--- config.mk ---
export PLATFORM = sky130hd
export DESIGN_NAME = pitch_scale_quantizer
export DESIGN_NICKNAME = d
export VERILOG_FILES = /design/src/rtl/psq_pkg.sv /design/src/rtl/psq_pick.sv /design/src/rtl/pitch_scale_quantizer.sv
export SDC_FILE = /design/constraint.sdc
export NUM_CORES = 1
export LEC_CHECK = 0
export BUFFER_PORTS_ARGS = -buffer_cell sky130_fd_sc_hd__buf_2
export CORE_ASPECT_RATIO = 1.5
export CORE_MARGIN = 10
export CORE_UTILIZATION = 34
export CTS_CLUSTER_SIZE = 25
export DETAILED_ROUTE_END_ITERATION = 7
export PLACE_DENSITY = 0.57
export SETUP_SLACK_MARGIN = 0.5
export SLEW_MARGIN = 25
export SYNTH_ARGS = -nofsm -noshare
export SYNTH_HDL_FRONTEND = slang
export SYNTH_SLANG_ARGS = --single-unit
--- constraint.sdc ---
create_clock -name clk -period 14.83 [get_ports clk]
set_clock_uncertainty 0.2 [all_clocks]
set_input_delay 0 -clock clk [delete_from_list [all_inputs] [get_ports clk]]
set_output_delay 0 -clock clk [all_outputs]
set_load 0.05 [all_outputs]
--- src/rtl/psq_pkg.sv ---
// Shared constants, scale degree tables and table helpers of the pitch scale quantiser.
package psq_pkg;

	localparam int PIN_W           = 25;
	localparam int MODE_W          = 3;
	localparam int TBL_BITS        = 28;
	localparam int PSQ_FRAC_BITS   = 20;
	localparam int PSQ_MAX_DEGREES = 13;

	localparam logic [MODE_W-1:0] MODE_OFF    = 3'd0;
	localparam logic [MODE_W-1:0] MODE_EQ12   = 3'd1;
	localparam logic [MODE_W-1:0] MODE_EQ7    = 3'd2;
	localparam logic [MODE_W-1:0] MODE_JUST12 = 3'd3;
	localparam logic [MODE_W-1:0] MODE_JUST7  = 3'd4;

	// Degrees in Q28 octaves; row order follows the scale mode codes minus one.
	localparam logic [TBL_BITS:0] DEG_TBL [0:3][0:15] = '{
		'{29'd0, 29'd22369621, 29'd44739243, 29'd67108864, 29'd89478485,
		  29'd111848107, 29'd134217728, 29'd156587349, 29'd178956971,
		  29'd201326592, 29'd223696213, 29'd246065835, 29'd268435456,
		  29'd0, 29'd0, 29'd0},
		'{29'd0, 29'd44739243, 29'd89478485, 29'd111848107, 29'd156587349,
		  29'd201326592, 29'd246065835, 29'd268435456,
		  29'd0, 29'd0, 29'd0, 29'd0, 29'd0, 29'd0, 29'd0, 29'd0},
		'{29'd0, 29'd24993865, 29'd45613895, 29'd70607761, 29'd86416915,
		  29'd111410780, 29'd132030810, 29'd157024676, 29'd182018541,
		  29'd197827695, 29'd227632436, 29'd243441591, 29'd268435456,
		  29'd0, 29'd0, 29'd0},
		'{29'd0, 29'd45613895, 29'd86416915, 29'd111410780, 29'd157024676,
		  29'd197827695, 29'd243441591, 29'd268435456,
		  29'd0, 29'd0, 29'd0, 29'd0, 29'd0, 29'd0, 29'd0, 29'd0}
	};

	localparam logic [4:0] DEG_CNT [0:3] = '{5'd13, 5'd8, 5'd13, 5'd8};

	// Degree rounded to nearest at fb fraction bits, halves upward.
	function automatic logic [TBL_BITS:0] deg_at(input logic [1:0] tbl,
			input logic [3:0] idx, input int fb);
		int shift;
		logic [TBL_BITS+1:0] t;
		shift = TBL_BITS - fb;
		t = {1'b0, DEG_TBL[tbl][idx]};
		if (shift > 0) begin
			t = (t + ((TBL_BITS+2)'(1) << (shift - 1))) >> shift;
		end
		return t[TBL_BITS:0];
	endfunction

	// Number of table entries in use, capped by the degree limit.
	function automatic logic [4:0] n_used(input logic [1:0] tbl, input int maxd);
		logic [4:0] n;
		n = DEG_CNT[tbl];
		if (int'(n) > maxd) begin
			n = 5'(maxd);
		end
		return n;
	endfunction

endpackage

--- src/rtl/psq_pick.sv ---
// Nearest-degree choice between the two enclosing degrees, with the near-tie window.
module psq_pick #(
	parameter int FRAC_BITS = psq_pkg::PSQ_FRAC_BITS
) (
	input  logic [FRAC_BITS-1:0] frac,
	input  logic [FRAC_BITS:0]   lo,
	input  logic [FRAC_BITS:0]   hi,
	input  logic                 force_hi,
	output logic [FRAC_BITS:0]   deg
);
	import psq_pkg::*;

	logic [FRAC_BITS:0]   d_lo;
	logic [FRAC_BITS:0]   d_hi;
	logic [FRAC_BITS:0]   diff;
	logic [FRAC_BITS+7:0] diff_x120;
	logic                 near_tie;

	always_comb begin
		d_lo      = {1'b0, frac} - lo;
		d_hi      = hi - {1'b0, frac};
		diff      = (d_hi > d_lo) ? (d_hi - d_lo) : (d_lo - d_hi);
		// 120 * diff as 128 * diff - 8 * diff
		diff_x120 = {diff, 7'b0} - {4'b0, diff, 3'b0};
		near_tie  = (diff_x120[FRAC_BITS+7:FRAC_BITS] == 8'd0);
		if (force_hi) begin
			deg = hi;
		end else if (near_tie) begin
			deg = lo;
		end else begin
			deg = (d_hi < d_lo) ? hi : lo;
		end
	end

endmodule

--- src/rtl/pitch_scale_quantizer.sv ---
// Top level of the pitch scale quantiser: four-stage pipeline and configuration register.
//
// Snaps a 1 V/octave pitch word (signed, FRAC_BITS fraction bits) to the nearest degree of
// the scale chosen by scale_mode: 0 off (pass-through), 1 twelve-tone equal, 2 major equal,
// 3 twelve-tone just, 4 major just; codes 5 to 7 also pass through. The pitch is split into
// a floor octave and a fraction; the fraction is matched against a constant degree table,
// and when the two enclosing degrees lie within 1/120 octave of equidistant the lower one
// wins. Degree 1.0 may be chosen, so the result can reach octave plus one; a result above
// the largest signed 25-bit value saturates. One word enters per cycle in the absence of
// stalls, and the stages run in order: stage 1 compares the fraction against every degree,
// stage 2 finds the enclosing pair, stage 3 picks the nearer one, stage 4 adds the octave
// and saturates. Each stage advances whenever its successor has room, so bubbles close up
// and a stalled output word lets earlier stages keep filling. Write scale_mode only
// while the pipeline is empty; cfg_ready is always high.
module pitch_scale_quantizer #(
	parameter int FRAC_BITS   = psq_pkg::PSQ_FRAC_BITS,
	parameter int MAX_DEGREES = psq_pkg::PSQ_MAX_DEGREES
) (
	input  logic                              clk,
	input  logic                              arst_n,
	input  logic                              cfg_valid,
	output logic                              cfg_ready,
	input  logic [psq_pkg::MODE_W-1:0]        scale_mode,
	input  logic                              in_valid,
	output logic                              in_stall,
	input  logic signed [psq_pkg::PIN_W-1:0]  pitch_in,
	output logic                              out_valid,
	input  logic                              out_stall,
	output logic signed [psq_pkg::PIN_W-1:0]  pitch_out
);
	import psq_pkg::*;

	localparam int IDX_W = $clog2(MAX_DEGREES);
	// Internal width: holds the pitch, the full fraction and octave plus one
	localparam int IW = ((FRAC_BITS + 1 > PIN_W) ? FRAC_BITS + 1 : PIN_W) + 2;
	localparam logic signed [IW-1:0] SAT_MAX = {{(IW-PIN_W+1){1'b0}}, {(PIN_W-1){1'b1}}};
	localparam logic [IW-1:0] OCT_MASK = {{(IW-FRAC_BITS){1'b1}}, {FRAC_BITS{1'b0}}};

	logic [MODE_W-1:0] scale_mode_q;

	// Stage advance chain
	logic adv1, adv2, adv3, adv4;

	// Stage 1
	logic                     valid_s1;
	logic signed [PIN_W-1:0]  pitch_s1;
	logic                     pass_s1;
	logic [1:0]               tbl_s1;
	logic [MAX_DEGREES-1:0]   ge_s1;

	// Stage 2
	logic                     valid_s2;
	logic signed [PIN_W-1:0]  pitch_s2;
	logic                     pass_s2;
	logic [FRAC_BITS:0]       lo_s2;
	logic [FRAC_BITS:0]       hi_s2;
	logic                     force_hi_s2;

	// Stage 3
	logic                     valid_s3;
	logic signed [PIN_W-1:0]  pitch_s3;
	logic                     pass_s3;
	logic [FRAC_BITS:0]       chosen_s3;

	// Stage 4 is the output register
	logic                     valid_s4;
	logic signed [PIN_W-1:0]  pitch_s4;

	// Stage 1 inputs
	logic signed [IW-1:0]     pin_ext;
	logic [FRAC_BITS-1:0]     frac_in;
	logic                     pass_in;
	logic [1:0]               tbl_in;
	logic [4:0]               n_in;
	logic [MAX_DEGREES-1:0]   ge_in;

	// Stage 2 inputs
	logic signed [IW-1:0]     s1_ext;
	logic [FRAC_BITS-1:0]     frac_s1;
	logic [IDX_W-1:0]         idx_s1;
	logic                     found_s1;
	logic [4:0]               n_s1;
	logic [FRAC_BITS:0]       hi_in2;
	logic [FRAC_BITS:0]       lo_in2;
	logic                     force_hi_in2;

	// Stage 3 inputs
	logic signed [IW-1:0]     s2_ext;
	logic [FRAC_BITS:0]       chosen_in3;

	// Stage 4 inputs
	logic signed [IW-1:0]     s3_ext;
	logic signed [IW-1:0]     sum_in4;
	logic signed [PIN_W-1:0]  pitch_in4;

	// Configuration register: take every write at once
	assign cfg_ready = 1'b1;

	always_ff @(posedge clk or negedge arst_n) begin
		if (!arst_n) begin
			scale_mode_q <= MODE_OFF;
		end else if (cfg_valid) begin
			scale_mode_q <= scale_mode;
		end
	end

	// Advance a stage when it is empty or its successor moves on
	always_comb begin
		adv4 = !valid_s4 || !out_stall;
		adv3 = !valid_s3 || adv4;
		adv2 = !valid_s2 || adv3;
		adv1 = !valid_s1 || adv2;
	end

	assign in_stall = !adv1;

	// Stage 1: decode the mode and compare the fraction with every degree in use
	always_comb begin
		pin_ext = IW'(pitch_in);
		frac_in = pin_ext[FRAC_BITS-1:0];
		pass_in = !(scale_mode_q inside {[MODE_EQ12:MODE_JUST7]});
		tbl_in  = 2'(scale_mode_q - MODE_EQ12);
		n_in    = n_used(tbl_in, MAX_DEGREES);
		for (int i = 0; i < MAX_DEGREES; i++) begin
			ge_in[i] = (5'(i) < n_in) &&
				((FRAC_BITS+1)'(deg_at(tbl_in, 4'(i), FRAC_BITS)) >= {1'b0, frac_in});
		end
	end

	always_ff @(posedge clk or negedge arst_n) begin
		if (!arst_n) begin
			valid_s1 <= 1'b0;
		end else if (adv1) begin
			valid_s1 <= in_valid;
		end
	end

	always_ff @(posedge clk) begin
		if (adv1) begin
			pitch_s1 <= pitch_in;
			pass_s1  <= pass_in;
			tbl_s1   <= tbl_in;
			ge_s1    <= ge_in;
		end
	end

	// Stage 2: locate the first degree at or above the fraction and fetch its neighbour
	always_comb begin
		s1_ext   = IW'(pitch_s1);
		frac_s1  = s1_ext[FRAC_BITS-1:0];
		n_s1     = n_used(tbl_s1, MAX_DEGREES);
		found_s1 = |ge_s1;
		idx_s1   = '0;
		for (int i = MAX_DEGREES - 1; i >= 0; i--) begin
			if (ge_s1[i]) begin
				idx_s1 = IDX_W'(i);
			end
		end
		if (found_s1) begin
			hi_in2 = (FRAC_BITS+1)'(deg_at(tbl_s1, 4'(idx_s1), FRAC_BITS));
		end else begin
			// Fraction above every degree in use: take the last one
			hi_in2 = (FRAC_BITS+1)'(deg_at(tbl_s1, 4'(n_s1 - 5'd1), FRAC_BITS));
		end
		lo_in2 = (FRAC_BITS+1)'(deg_at(tbl_s1, 4'(idx_s1 - IDX_W'(1)), FRAC_BITS));
		force_hi_in2 = !found_s1 || (idx_s1 == '0) || (hi_in2 == {1'b0, frac_s1});
	end

	always_ff @(posedge clk or negedge arst_n) begin
		if (!arst_n) begin
			valid_s2 <= 1'b0;
		end else if (adv2) begin
			valid_s2 <= valid_s1;
		end
	end

	always_ff @(posedge clk) begin
		if (adv2) begin
			pitch_s2    <= pitch_s1;
			pass_s2     <= pass_s1;
			lo_s2       <= lo_in2;
			hi_s2       <= hi_in2;
			force_hi_s2 <= force_hi_in2;
		end
	end

	// Stage 3: pick the nearer degree
	assign s2_ext = IW'(pitch_s2);

	psq_pick #(
		.FRAC_BITS(FRAC_BITS)
	) u_pick (
		.frac     (s2_ext[FRAC_BITS-1:0]),
		.lo       (lo_s2),
		.hi       (hi_s2),
		.force_hi (force_hi_s2),
		.deg      (chosen_in3)
	);

	always_ff @(posedge clk or negedge arst_n) begin
		if (!arst_n) begin
			valid_s3 <= 1'b0;
		end else if (adv3) begin
			valid_s3 <= valid_s2;
		end
	end

	always_ff @(posedge clk) begin
		if (adv3) begin
			pitch_s3  <= pitch_s2;
			pass_s3   <= pass_s2;
			chosen_s3 <= chosen_in3;
		end
	end

	// Stage 4: add the floor octave back, saturate at the top of the range, or pass the pitch through
	always_comb begin
		s3_ext  = IW'(pitch_s3);
		sum_in4 = (s3_ext & $signed(OCT_MASK)) +
			$signed({{(IW-FRAC_BITS-1){1'b0}}, chosen_s3});
		if (pass_s3) begin
			pitch_in4 = pitch_s3;
		end else if (sum_in4 > SAT_MAX) begin
			pitch_in4 = SAT_MAX[PIN_W-1:0];
		end else begin
			pitch_in4 = sum_in4[PIN_W-1:0];
		end
	end

	always_ff @(posedge clk or negedge arst_n) begin
		if (!arst_n) begin
			valid_s4 <= 1'b0;
		end else if (adv4) begin
			valid_s4 <= valid_s3;
		end
	end

	always_ff @(posedge clk) begin
		if (adv4) begin
			pitch_s4 <= pitch_in4;
		end
	end

	assign out_valid = valid_s4;
	assign pitch_out = pitch_s4;

`ifndef NO_ASSERTIONS
	// Degrees are ascending, so the compare vector holds a single run of ones
	a_ge_run: assert property (@(posedge clk) disable iff (!arst_n)
		valid_s1 |-> $onehot0(ge_s1 & ~(ge_s1 << 1)))
		else $error("degree compare vector is not a single run");

	// The chosen degree never exceeds one octave
	a_deg_range: assert property (@(posedge clk) disable iff (!arst_n)
		valid_s3 |-> (chosen_s3 <= {1'b1, {FRAC_BITS{1'b0}}}))
		else $error("chosen degree above one octave");

	// A free output must open the whole advance chain
	a_no_false_stall: assert property (@(posedge clk) disable iff (!arst_n)
		!out_stall |-> !in_stall)
		else $error("input stalled while output is free");
`endif

endmodule
==> results of run 1 <==
## critical path, delay by kind of cell (launching register included)
family                   cells  cell delay (ps)
adder cells (fa/ha/maj)      4             1490
AO/OA/AOI/OAI               24             6040
AND/OR/NAND/NOR              5              680
buffers and inverters        3              210
XOR/XNOR                     2              300
flip-flops                   1              430
## layer usage
layer / vias up / GRT usage [%] / share of wire, %
li1: 8427 / - / -
met1: 8443 / 19.8 / 36
met2: 575 / 37.5 / 53
met3: 219 / 1.75 / 3.5
met4: 0 / 14.4 / 7.6
met5: - / 0 / 0
## state kept, by name, indices dropped and copies added, names as in the netlist
signal,flops
pitch_s3,25
chosen_s3,21
valid_s3,1
valid_s1,1
force_hi_s2,1
scale_mode_q,3
tbl_s1,2
pass_s3,1
lo_s2,21
ge_s1,13
pitch_out,25
pass_s1,1
pitch_s1,25
pitch_s2,25
valid_s2,1
out_valid,1
hi_s2,21
pass_s2,1
## final cells by class
type	instances	area share [%]
Inverter	189	3.34
Timing Repair Buffer	120	4.08
Multi-Input combinational cell	1737	58.9
Tap cell	756	4.45
Clock inverter	15	0.713
Sequential cell	189	26.6
Clock buffer	17	2.00
## path summary, 6_finish.rpt
check | startpoint | endpoint | slack (ps) | cells after the start
min | pitch_in[23] | pitch_s1[23]$_DFFE_PN_ | 60 | 2
max reg2reg | hi_s2[0]$_DFFE_PP_ | chosen_s3[1]$_DFFE_PP_ | 5160 | 38
min in group asynchronous | arst_n | scale_mode_q[0]$_DFFE_PN0P_ | 370 | 3
max | hi_s2[0]$_DFFE_PP_ | chosen_s3[1]$_DFFE_PP_ | 5160 | 38
max in group asynchronous | arst_n | valid_s3$_DFFE_PN0P_ | 13720 | 3
min reg2reg | pitch_s2[20]$_DFFE_PP_ | pitch_s3[20]$_DFFE_PP_ | 220 | 0
## layout by cell type, fill, tap and decap left out, types with 21 or more instances in the layout
| cell type | instances |
|---|---|
| nor3_1 | 54 |
| dlygate4sd3_1 | 37 |
| o21ai_0 | 136 |
| a21oi_1 | 145 |
| inv_1 | 182 |
| buf_4 | 23 |
| o211ai_1 | 32 |
| nand2b_1 | 45 |
| ha_1 | 252 |
| a211oi_1 | 31 |
| a21o_1 | 60 |
| nor2_1 | 150 |
| nand2_1 | 145 |
| o21a_1 | 26 |
| xor2_1 | 29 |
| nor2b_1 | 23 |
| o311ai_1 | 21 |
| nand4_1 | 29 |
| nand3_1 | 78 |
| a31oi_1 | 59 |
| edfxtp_1 | 182 |
| o22a_1 | 22 |
| xnor2_1 | 37 |
| buf_2 | 59 |
## stage by stage
| stage | instance area, um2 | setup slack (ps) | hold WS, ps | utilization, % |
|---|---|---|---|---|
| after CTS | 21200 | 5140 | 37.5 | 38.0 |
| after global routing | 21200 | 4370 | 66.0 | 38.0 |
| final | 21200 | 5160 | 64.8 | 38.0 |
| after floorplan | 19300 | 6660 | -496 | - |
| after global placement | 20300 | 5050 | -318 | 36.2 |
| after detailed placement | 20300 | 5180 | -314 | 36.3 |
## kinds of logic (layout without fill, tap and decap cells)
kind of cell,after synthesis,in the layout
buffers and inverters,278,341
AND/OR/NAND/NOR,649,649
XOR/XNOR,70,70
multiplexers,18,18
flip-flops,189,189
adder cells (fa/ha/maj),256,256
AO/OA/AOI/OAI,742,742
other,2,2
==> out/metrics.csv, run 1 <==
metric,value,unit
ctsResizeCount,0,
gr-usage-all-layers,19.8,%
cts_setup_buffers,0,
insertion_delay,450,ps
worst_setup_path_start_kind,flip-flop,
syn_nets,2493,
max_freq,0.103,GHz
root_buffer,clkbuf_16,
synth_fa_ha_area_share,16.7,%
fp.dieArea,0.0669,mm2
die_h,312,um
worstMarginPinSlew,997,ps
cts.sink_count,189,
synthXorXnorAreaFrac,3.39,%
seq_area,0.00564,mm2
grt_max_degree,69,
timing.final.hold_violations,0,
period_share,65.2,%
first_global_vias,17800,
io_buffers,59,
rsz0062_at_grt,false,
synth-simple-area-share,17.0,%
cpMostUsedCell,a21oi_1,
initial_utilization,34.5,%
via_per_inst,5.84,
synthMuxAreaShare,1.02,%
relSlewSlack,33.5,%
ys_top_cells_by_count,"ha_1 (252), inv_1 (183), edfxtp_1 (182)",
synth_compound_area_share,26.4,%
ys_seq_elements,189,
antenna_found_initial,0,
drive_gt1_share,8.03,%
synth-main-ff-cell,edfxtp_1,
fin_nets,2543,
synthTopCellsByArea,"edfxtp_1 (28%), ha_1 (16%), a21oi_1 (3.8%)",
wl,68600,um
cts_tree,built,
synthArstFlopShare,3.70,%
gr-total-overflow,0,
crit_type,reg2reg,
vias,17700,
clk_pin_slew,80,ps
drt_iter0_markers,1489,
synth_top_area_share,28.3,%
crit_path_top_delay_cell,ha_1,
cts.path.max_buffers,2,
place_hpwl,54200,um
drc,0,
status,completed,
cts_hold_buf,37,
synth.distinct_cells,120,
fin_cells,3023,
period_minus_slack,9670,ps
yosysMostFrequentCell,ha_1,
multiInputGateArea,0.0125,mm2
core-area,0.0560,mm2
setup_tns,0,ps
nFillCells,5809,
io-pin-count,61,
dr.pass1.iters,6,
synth.avg_cell_area,8.76,um2
synth_area,0.0193,mm2
maxCapViolations,0,
ant_nets,0,
ctsHtreeMaxLevel,4,
cp_max_fo,42,
die_width,215,um
dp_cells,2954,
worst_setup_path_end_kind,flip-flop,
critical_path_required,14810,ps
syn_inst,2204,
antenna_cells,0,
yosysWarningCount,0,
hold_path_class,in2reg,
synth_edf_count,182,
row_count,106,
finalMaxSlewViolations,0,
wl_per_cell,22.7,um
cp_slowest_stage_delay,600,ps
grt_pass1_wl,104000,um
yosysTopAreaCell,edfxtp_1,
synthToLayoutAreaGrowth,9.98,%
place_congestion,0.988,
numCtsBuffers,17,
crit_arrival,9650,ps
yosysSeqAreaShare,29.2,%
synth_top_family_by_area,compound AO/OA/AOI/OAI gates,
setup_viol,0,
Power of run 1 is not shown: default switching activity piles up to over one toggle a cycle in this logic, so the estimate is an artifact.
==> inputs of run 2 (changes only) <==
Settings changed: PLACE_DENSITY 0.57 to 0.59.
Clock period 14.83 ns to 7.85 ns, I/O delays scaled along.
==> out/metrics.csv, run 2 (synthesis results as in run 1) <==
metric,value,unit,change
cp_slowest_stage_delay,410,ps,-190 ps
numCtsBuffers,17,,unchanged
startpoint,pitch_s2[0]$_DFFE_PP_,,
insertion_delay,440,ps,about the same
cpMostUsedCell,a21oi_2,,
synthToLayoutAreaGrowth,21.2,%,
seq_area,0.00564,mm2,unchanged
clk_pin_slew,70,ps,about the same
initial_utilization,34.5,%,unchanged
first_global_vias,18900,,+6.1%
maxCapViolations,0,,unchanged
worstMarginPinSlew,1070,ps,+71.0 ps
antenna_cells,0,,unchanged
nFillCells,5567,,-4.2%
rrSetupSlack,-400,ps,-5560 ps
root_buffer,clkbuf_16,,
dr.pass1.iters,7,,+1
critical_path_required,7830,ps,-6980 ps
gr-total-overflow,0,,unchanged
cts.sink_count,189,,unchanged
multiInputGateArea,0.0134,mm2,+6.8%
die_h,312,um,unchanged
status,"complete, but fails checks",,
cts_tree,built,,
period_minus_slack,8250,ps,-1420 ps
cp_max_fo,6,,-86%
io-pin-count,61,,unchanged
die_width,215,um,unchanged
relSlewSlack,28.4,%,-5.2 points
ctsHtreeMaxLevel,4,,unchanged
setup_ws,-400,ps,-5560 ps
row_count,106,,unchanged
via_per_inst,5.88,,+0.65%
max_freq,0.121,GHz,+17%
place_hpwl,54300,um,+0.30%
worst-path-stages,42,,+11%
ant_nets,0,,unchanged
setup_viol,21,,+21
antenna_found_initial,0,,unchanged
reg2reg_depth,42,,+11%
cp_num_buf_inv,7,,+4
cts.path.max_buffers,2,,unchanged
drive_gt1_share,18.4,%,+10 points
drc,0,,unchanged
vias,18800,,+6.1%
io_buffers,59,,unchanged
crit_path_top_delay_cell,edfxtp_1,,
violations,setup timing,,
layout_common_cells,"ha_1 (243), edfxtp_1 (182), inv_1 (178)",,
crit_type,reg2reg,,
worst_setup_path_start_kind,flip-flop,,
core-area,0.0560,mm2,unchanged
wl,73300,um,+7.0%
wl_per_cell,23.0,um,+1.4%
r2r-start,pitch_s2[0]$_DFFE_PP_,,
final_area,0.0234,mm2,+10%
drt_iter0_markers,1449,,-2.7%
placed_area,0.0213,mm2,+4.7%
regToRegEndpoint,chosen_s3[11]$_DFFE_PP_,,
grt_pass1_wl,108000,um,+4.1%
fin_util,41.8,%,+3.9 points
worst_setup_path_end_kind,flip-flop,,
crit_end,chosen_s3[11]$_DFFE_PP_,,
grt_max_degree,66,,-4.3%
gr-usage-all-layers,20.4,%,+0.65 points
rsz0062_at_grt,true,,
period_share,105,%,+40 points
finalMaxSlewViolations,0,,unchanged
timing.final.hold_violations,0,,unchanged
post-place-ws,-568,ps,-5740 ps
final_common_cell,ha_1,,
hold_path_class,in2reg,,
path_delay_family,compound AO/OA/AOI/OAI gates,,
crit_arrival,8230,ps,-1420 ps
fin_nets,2708,,+6.5%
fp.dieArea,0.0669,mm2,unchanged
place_congestion,0.996,,+0.82%
[run 2: worst register-to-register path: cells and delay by family, from the launching register on]
kind            cells  cell delay, ps
compound gates     26            4650
fa+ha+maj           4            1080
xor+xnor            2             390
flops               1             410
buf+inv             7             910
simple gates        3             360
[run 2: layout make-up]
class / instances / share of cell area [%]
multi-input cells: 1743 / 57.1
inverters: 189 / 3.03
flip-flops and latches: 189 / 24.1
well taps: 756 / 4.04
repair buffers: 279 / 9.40
clock inverters: 13 / 0.438
clock buffers: 19 / 1.94
[run 2: metal layers]
layer | GRT usage, % | routed length (um) | vias up
met5 | 0 | 0 | -
met1 | 20.2 | 25200 | 8950
met3 | 1.88 | 3270 | 272
met2 | 39.5 | 38900 | 762
met4 | 14.1 | 5980 | 0
li1 | - | - | 8766
[run 2: worst min-delay path by stage]
stage / startpoint / to / slack (ps) / cells after the start
after floorplan: arst_n / out_valid$_DFFE_PN0P_ / -500 / 0
after global routing: pitch_in[22] / pitch_s1[22]$_DFFE_PN_ / 70 / 2
final: pitch_in[24] / pitch_s1[24]$_DFFE_PN_ / 80 / 2
after global placement: arst_n / scale_mode_q[1]$_DFFE_PN0P_ / -350 / 1
after CTS: pitch_in[24] / pitch_s1[24]$_DFFE_PN_ / 50 / 2
after detailed placement: arst_n / out_valid$_DFFE_PN0P_ / -350 / 1
[run 2: metrics by stage]
step / hold slack, ps / std cells / setup TNS [ps]
6_report: 81.0 / 3188 / -6450
5_1_grt: 73.2 / 3188 / -13820
4_1_cts: 54.0 / 3173 / -4790
3_5_place_dp: -347 / 3076 / -11300
3_3_place_gp: -353 / 3076 / -7750
2_1_floorplan: -496 / 2204 / 0
[run 2: repair_timing]
| action | CTS | global route |
|---|---|---|
| endpoints found under the hold margin | 58 | 0 |
| hold buffers | 37 | 0 |
| endpoints found under the setup margin | 21 | 21 |
| gates resized for setup | 54 | 72 |
| setup buffers | 23 | 9 |
| gates cloned | 5 | 6 |
| pin swaps | 51 | 57 |
Power of run 2 is left out for the same reason.
